===== src/sv/plpbs_pkg.sv =====
// Shared types and constants for the pixel layer priority and blend select block.
package plpbs_pkg;

    localparam int unsigned NUM_LAYERS = 6;
    localparam int unsigned COLOR_W    = 16;
    localparam int unsigned KEY_W      = 5;

    localparam logic [COLOR_W-1:0] TRANSPARENT_CODE = 16'h8000;

    localparam logic [2:0] LAYER_SPRITE   = 3'd4;
    localparam logic [2:0] LAYER_BACKDROP = 3'd5;

    // backdrop sorts after every real layer
    localparam logic [KEY_W-1:0] BACKDROP_KEY = 5'h1F;

    typedef enum logic [2:0] {
        CFG_LAYER_ENABLE  = 3'd0,
        CFG_BG_PRIORITIES = 3'd1,
        CFG_FIRST_MASK    = 3'd2,
        CFG_SECOND_MASK   = 3'd3,
        CFG_BACKDROP      = 3'd4
    } cfg_index_t;

    typedef logic [COLOR_W-1:0] color_t;
    typedef logic [KEY_W-1:0]   key_t;

endpackage


===== src/sv/pixel_layer_priority_blend_select_top.sv =====
// Top level: layer priority ordering and blend target selection for one pixel.
//
// One pixel request per clock in and one result per clock out while the output
// is not stalled. A request is captured in an input register, sorted and
// selected by a single level of compare-and-mux logic, and held in a result
// register. The result is on the outputs once the result register loads it,
// and can be taken when the output is not stalled.
// The input register and the result register together let a new request be
// taken while a finished result still waits on out_ready. Layer order is
// priority 0..3, sprite ahead of BG0..BG3 within a priority, backdrop last.
// Configuration writes take effect at once and are meant for idle periods.
module pixel_layer_priority_blend_select_top
    import plpbs_pkg::*;
(
    input  logic        clk,
    input  logic        rst_n,

    input  logic        cfg_we,
    input  logic [2:0]  cfg_index,
    input  logic [14:0] cfg_data,

    input  logic        in_valid,
    output logic        in_ready,
    input  logic [15:0] bg0_color,
    input  logic [15:0] bg1_color,
    input  logic [15:0] bg2_color,
    input  logic [15:0] bg3_color,
    input  logic [15:0] sprite_color,
    input  logic [1:0]  sprite_priority,
    input  logic        sprite_semi,

    output logic        out_valid,
    input  logic        out_ready,
    output logic [15:0] top_color,
    output logic [2:0]  top_layer,
    output logic        single_valid,
    output logic [15:0] single_color,
    output logic        pair_valid,
    output logic [15:0] pair_first_color,
    output logic [15:0] pair_second_color
);

    // configuration
    logic [4:0]  layer_enable_reg;
    logic [7:0]  bg_priorities_reg;
    logic [5:0]  first_mask_reg;
    logic [5:0]  second_mask_reg;
    logic [14:0] backdrop_reg;

    always_ff @(posedge clk or negedge rst_n)
    begin
        if (!rst_n)
        begin
            layer_enable_reg  <= '0;
            bg_priorities_reg <= '0;
            first_mask_reg    <= '0;
            second_mask_reg   <= '0;
            backdrop_reg      <= '0;
        end
        else if (cfg_we)
        begin
            unique case (cfg_index)
                CFG_LAYER_ENABLE:  layer_enable_reg  <= cfg_data[4:0];
                CFG_BG_PRIORITIES: bg_priorities_reg <= cfg_data[7:0];
                CFG_FIRST_MASK:    first_mask_reg    <= cfg_data[5:0];
                CFG_SECOND_MASK:   second_mask_reg   <= cfg_data[5:0];
                CFG_BACKDROP:      backdrop_reg      <= cfg_data;
                default:           ;
            endcase
        end
    end

    // handshake
    logic s1_valid_reg;
    logic s1_valid_next;
    logic out_valid_reg;
    logic out_valid_next;
    logic in_accept;
    logic s2_load;

    assign s2_load   = s1_valid_reg && (!out_valid_reg || out_ready);
    assign in_ready  = !s1_valid_reg || s2_load;
    assign in_accept = in_valid && in_ready;

    always_comb
    begin
        s1_valid_next = s1_valid_reg;
        if (in_accept)
            s1_valid_next = 1'b1;
        else if (s2_load)
            s1_valid_next = 1'b0;

        out_valid_next = out_valid_reg;
        if (s2_load)
            out_valid_next = 1'b1;
        else if (out_ready)
            out_valid_next = 1'b0;
    end

    always_ff @(posedge clk or negedge rst_n)
    begin
        if (!rst_n)
        begin
            s1_valid_reg  <= 1'b0;
            out_valid_reg <= 1'b0;
        end
        else
        begin
            s1_valid_reg  <= s1_valid_next;
            out_valid_reg <= out_valid_next;
        end
    end

    // input register
    color_t     s1_bg_color_reg [4];
    color_t     s1_spr_color_reg;
    logic [1:0] s1_spr_pri_reg;
    logic       s1_semi_reg;

    always_ff @(posedge clk)
    begin
        if (in_accept)
        begin
            s1_bg_color_reg[0] <= bg0_color;
            s1_bg_color_reg[1] <= bg1_color;
            s1_bg_color_reg[2] <= bg2_color;
            s1_bg_color_reg[3] <= bg3_color;
            s1_spr_color_reg   <= sprite_color;
            s1_spr_pri_reg     <= sprite_priority;
            s1_semi_reg        <= sprite_semi;
        end
    end

    // entry i is layer i: BG0-BG3, sprite, backdrop
    color_t                  ent_color [NUM_LAYERS];
    key_t                    ent_key   [NUM_LAYERS];
    logic [NUM_LAYERS-1:0]   ent_on;
    logic [NUM_LAYERS-1:0]   is_first;
    logic [NUM_LAYERS-1:0]   is_second;
    logic [NUM_LAYERS-1:0]   mask_a;

    always_comb
    begin
        for (int i = 0; i < 4; i++)
        begin
            ent_color[i] = s1_bg_color_reg[i];
            ent_key[i]   = {bg_priorities_reg[2*i +: 2], 3'(i + 1)};
            ent_on[i]    = layer_enable_reg[i] && (s1_bg_color_reg[i] != TRANSPARENT_CODE);
        end
        ent_color[LAYER_SPRITE] = s1_spr_color_reg;
        ent_key[LAYER_SPRITE]   = {s1_spr_pri_reg, 3'd0};
        ent_on[LAYER_SPRITE]    = layer_enable_reg[4] && (s1_spr_color_reg != TRANSPARENT_CODE);
        ent_color[LAYER_BACKDROP] = {1'b0, backdrop_reg};
        ent_key[LAYER_BACKDROP]   = BACKDROP_KEY;
        ent_on[LAYER_BACKDROP]    = 1'b1;
    end

    // rank = number of visible entries sorted ahead; keys are unique
    always_comb
    begin
        logic [NUM_LAYERS-1:0] ahead;
        for (int i = 0; i < NUM_LAYERS; i++)
        begin
            for (int j = 0; j < NUM_LAYERS; j++)
                ahead[j] = ent_on[j] && (ent_key[j] < ent_key[i]);
            is_first[i]  = ent_on[i] && (ahead == '0);
            is_second[i] = ent_on[i] && $onehot(ahead);
        end
    end

    assign mask_a = s1_semi_reg ? (NUM_LAYERS'(1) << LAYER_SPRITE) : first_mask_reg;

    color_t     first_color;
    color_t     second_color;
    logic [2:0] first_layer;
    logic       second_found;
    logic       first_in_a;
    logic       second_in_b;
    logic       single_found;
    color_t     single_sel;
    logic       pair_found;

    always_comb
    begin
        first_color  = '0;
        second_color = '0;
        first_layer  = '0;
        for (int i = 0; i < NUM_LAYERS; i++)
        begin
            if (is_first[i])
            begin
                first_color = ent_color[i];
                first_layer = 3'(i);
            end
            if (is_second[i])
                second_color = ent_color[i];
        end
        second_found = |is_second;
        first_in_a   = |(is_first & mask_a);
        second_in_b  = |(is_second & second_mask_reg);

        if (s1_semi_reg)
        begin
            single_found = ent_on[LAYER_SPRITE];
            single_sel   = ent_color[LAYER_SPRITE];
        end
        else
        begin
            single_found = |(is_first & first_mask_reg);
            single_sel   = first_color;
        end
        pair_found = second_found && first_in_a && second_in_b;
    end

    // result register
    color_t     top_color_reg;
    logic [2:0] top_layer_reg;
    logic       single_valid_reg;
    color_t     single_color_reg;
    logic       pair_valid_reg;
    color_t     pair_first_reg;
    color_t     pair_second_reg;

    always_ff @(posedge clk)
    begin
        if (s2_load)
        begin
            top_color_reg    <= first_color;
            top_layer_reg    <= first_layer;
            single_valid_reg <= single_found;
            single_color_reg <= single_found ? single_sel : '0;
            pair_valid_reg   <= pair_found;
            pair_first_reg   <= pair_found ? first_color : '0;
            pair_second_reg  <= pair_found ? second_color : '0;
        end
    end

    assign out_valid         = out_valid_reg;
    assign top_color         = top_color_reg;
    assign top_layer         = top_layer_reg;
    assign single_valid      = single_valid_reg;
    assign single_color      = single_color_reg;
    assign pair_valid        = pair_valid_reg;
    assign pair_first_color  = pair_first_reg;
    assign pair_second_color = pair_second_reg;

    // a pair always implies a single-target source
    a_pair_implies_single: assert property (@(posedge clk) disable iff (!rst_n)
        out_valid_reg && pair_valid_reg |-> single_valid_reg)
        else $error("pair without single-target source");

    a_single_zero: assert property (@(posedge clk) disable iff (!rst_n)
        out_valid_reg && !single_valid_reg |-> single_color_reg == '0)
        else $error("single_color not cleared");

    a_stall_holds_input: assert property (@(posedge clk) disable iff (!rst_n)
        !in_ready |-> s1_valid_reg && out_valid_reg && !out_ready)
        else $error("request stalled without a full pipeline");

    a_exactly_one_top: assert property (@(posedge clk) disable iff (!rst_n)
        s1_valid_reg |-> $onehot(is_first))
        else $error("top entry not unique");

endmodule

===== config.mk =====
export PLATFORM = sky130hd
export DESIGN_NAME = pixel_layer_priority_blend_select_top
export DESIGN_NICKNAME = d
export VERILOG_FILES = /design/src/sv/plpbs_pkg.sv /design/src/sv/pixel_layer_priority_blend_select_top.sv
export SDC_FILE = /design/constraint.sdc
export NUM_CORES = 1
export LEC_CHECK = 0
export ABC_AREA = 1
export ABC_CLOCK_PERIOD_IN_PS = 4800
export CAP_MARGIN = 20
export CORE_AREA = 5 5 184 186
export CTS_CLUSTER_SIZE = 25
export DETAILED_ROUTE_END_ITERATION = 12
export DIE_AREA = 0 0 189 191
export DONT_BUFFER_PORTS = 1
export PLACE_DENSITY_LB_ADDON = 0.25
export SYNTH_ARGS = -nofsm -noshare
export SYNTH_HDL_FRONTEND = slang
export SYNTH_SLANG_ARGS = --single-unit

===== constraint.sdc =====
create_clock -name clk -period 4.8 [get_ports clk]
set_clock_uncertainty 0.05 [all_clocks]
set_input_delay 0.48 -clock clk [delete_from_list [all_inputs] [get_ports clk]]
set_output_delay 0.48 -clock clk [all_outputs]
set_load 0.02 [all_outputs]

==> impl_metrics.tcl <==
set metrics [dict create \
    outcome "finished, final reports clean" \
    die_h_um 191 \
    ys_async_sr_fraction 0.2165 \
    port_buffers 0 \
    dieWidth_um 189 \
    worstMarginPinSlew_ps 948.4 \
    drc 0 \
    clock-sinks 194 \
    ios 177 \
    min-delay-start "bg2_color[5]" \
    grt_pass1_vias 7316 \
    hold_slack_ps 69.61 \
    grtUsageTotal 0.1767 \
    ys.warnings.count 0 \
    antenna_left 0 \
    rsz0062_at_grt "no" \
    antenna_found_initial 1 \
    maxCapViolations 0 \
    hpwl_um 23850 \
    synth_edf_count 152 \
    ys_seq_area_frac 0.5558 \
    final_area_mm2 0.01118 \
    grt_pass1_wl_um 47040 \
    arrival_ps 4320 \
    htreeDepth 4 \
    clkTransAtPathRegs_ps 80 \
    dpl-instance-area_mm2 0.01051 \
    maxSlewViolCount 0 \
    max_freq_ghz 0.2462 \
    cp-end-kind "flip-flop" \
    reg2regPathDepth 21 \
    area_delta_synth_final_pct 10.64 \
    max_slew_margin 0.3660 \
    post_cts_buffers 0 \
    start_util 0.3145 \
    cts-resized-gates 0 \
    finalHoldViolCount 0 \
    gp_congestion 0.8740 \
    grt_overflow_total 0 \
    powerDensity_mw_per_mm2 526.4 \
    dieArea_mm2 0.03610 \
    layout_min_cycle_time_ps 4062 \
    rows 66 \
    tritoncts "yes" \
    numCtsBuffers 17 \
    grt_max_degree 70 \
    clock_latency_ps 450 \
    leakage_nw 4.814 \
    start_kind "flip-flop" \
    clk_path_buf_depth 2 \
    syn_nets 1215 \
    synthFlopType "edfxtp_1" \
    avgSynthCellArea_um2 9.381 \
    critPathRequiredTime_ps 5060 \
    firstDrtPassIters 4 \
    critical_path.slowest_cell "edfxtp_1" \
    path_max_fanout 18 \
    cpPeakStageDelay_ps 420 \
    tns_ps 0 \
    worst-setup-path-type "reg2reg" \
    coreArea_mm2 0.03212 \
    syn_area_mm2 0.01010 \
    synthCells 1077 \
    cp-startpoint "s1_bg_color_reg[1][11]$_DFFE_PP_" \
    worstReg2RegStart "s1_bg_color_reg[1][11]$_DFFE_PP_" \
    wl_per_cell_um 21.18 \
    min_path_type "in2reg" \
    wl_um 31690 \
    drt_iter0_drc 525 \
    final_layout_size_suffix_gt1_frac 0.1259 \
    peakVddDrop_mv 0.2866 \
    min_path_cells 0 \
    ys_seq_elements 194 \
    ys_types 42 \
    timing.final.crit_share 0.8461 \
    ctsRootBufferMaster "clkbuf_16" \
    vias 7381 \
    crit_chain "nor2_1 > nand2_1 > nor2_1 > a21boi_2 > inv_1 > nor2_1 > ha_1 > inv_1 > fa_1 > inv_1 > ha_1 > nor3_1 > nand2_4 > inv_2 > nand2_1 > nand2_1 > a21oi_1 > o2111ai_1 > nand2_2 > buf_4 > nor2_2" \
    largest_reg_flops 64 \
    fin_nets 1213 \
    diodes 0 \
    setup_violations 0 \
    viasPerCell 4.934 \
]
[per-stage QoR]
step	instances	utilization	setup slack [ps]	power [W]
finish	1496	0.3480	738.5	0.005884
global route	1496	0.3480	377.9	0.006254
CTS	1496	0.3480	717.7	0.005947
detailed placement	1462	0.3271	739.0	0.004368
global placement	1462	0.3271	845.0	0.004349
floorplan	1077	-	356.5	0.003764
[area by class of cell]
| class | instances | area (µm²) |
|---|---|---|
| fill | 3253 | 20950 |
| sequential | 194 | 5615 |
| multi-input combinational | 701 | 3734 |
| inverter | 147 | 558.0 |
| clock buffer | 24 | 550.5 |
| tap | 408 | 510.5 |
| timing repair buffer | 14 | 127.6 |
| clock inverter | 8 | 82.58 |
[worst max-delay path: cells and delay by family, from the launching register on]
kind	cells	cell delay, ps
AND/OR/NAND/NOR	10	1560
adder cells (fa/ha/maj)	3	910
buffers and inverters	5	710
flip-flops	1	420
AO/OA/AOI/OAI	3	270
[power breakdown]
group | internal [W] | leakage (nW) | switching [W]
Sequential | 0.00212 | 2.00 | 0.000312
Clock | 0.000867 | 0.316 | 0.000690
Combinational | 0.000557 | 2.50 | 0.00134
Total | 0.00354 | 4.81 | 0.00234
[placed cells by master, fill, tap and decap left out, drive strengths merged, types with 2 or more instances in the layout]
cell type,instances
nand2,264
edfxtp,152
inv,147
nor2,122
o21ai,90
nand3,89
a21oi,58
dfrtp,42
ha,25
clkbuf,24
o211ai,21
buf,13
mux2,7
fa,7
clkinv,7
nor3,4
a31o,3
a21o,2
nor3b,2
o2111ai,2
[worst paths after layout]
kind | to | slack, ps
min | s1_bg_color_reg[2][5]$_DFFE_PP_ | 70
min in group asynchronous | bg_priorities_reg[3]$_DFFE_PN0P_ | 470
max reg2reg | pair_second_color[11]$_SDFFCE_PN0P_ | 740
max | pair_second_color[11]$_SDFFCE_PN0P_ | 740
max in group asynchronous | backdrop_reg[11]$_DFFE_PN0P_ | 4010
min reg2reg | bg_priorities_reg[6]$_DFFE_PN0P_ | 440
[cells in the mapped netlist, types with 11 or more instances]
cell	count	area share
inv_1	135	0.050
o21ai_0	82	0.041
nand3_1	84	0.042
nor2_1	96	0.036
clkbuf_1	13	0.0048
ha_1	25	0.031
buf_2	11	0.0054
o211ai_1	21	0.016
nand2_1	240	0.089
a21oi_2	13	0.011
edfxtp_1	152	0.45
nand2_2	21	0.013
a21oi_1	45	0.022
dfrtp_1	42	0.10
nor2_2	21	0.013
[cell families (layout without fill, tap and decap cells)]
logic type               after synthesis  after routing  share of synthesized area
multiplexers                           7              7                   0.007802
AND/OR/NAND/NOR                      483            483                     0.2134
flip-flops                           194            194                     0.5558
AO/OA/AOI/OAI                        179            179                     0.1024
buffers and inverters                182            193                    0.07579
adder cells (fa/ha/maj)               32             32                    0.04483
[routing by layer]
layer | vias to the layer above | share of wire | track usage
met4 | 2 | 0.020 | 0.05269
met2 | 204 | 0.48 | 0.2908
met3 | 32 | 0.052 | 0.04109
li1 | 3558 | - | -
met1 | 3585 | 0.45 | 0.2336
met5 | - | 0.00041 | 0
[what timing repair did]
| item | in CTS | in global routing |
|---|---|---|
| endpoints found under the hold margin | 42 | 0 |
| hold buffers | 2 | 0 |
| endpoints found under the setup margin | 0 | 0 |
(Power assumes the default switching activity.)
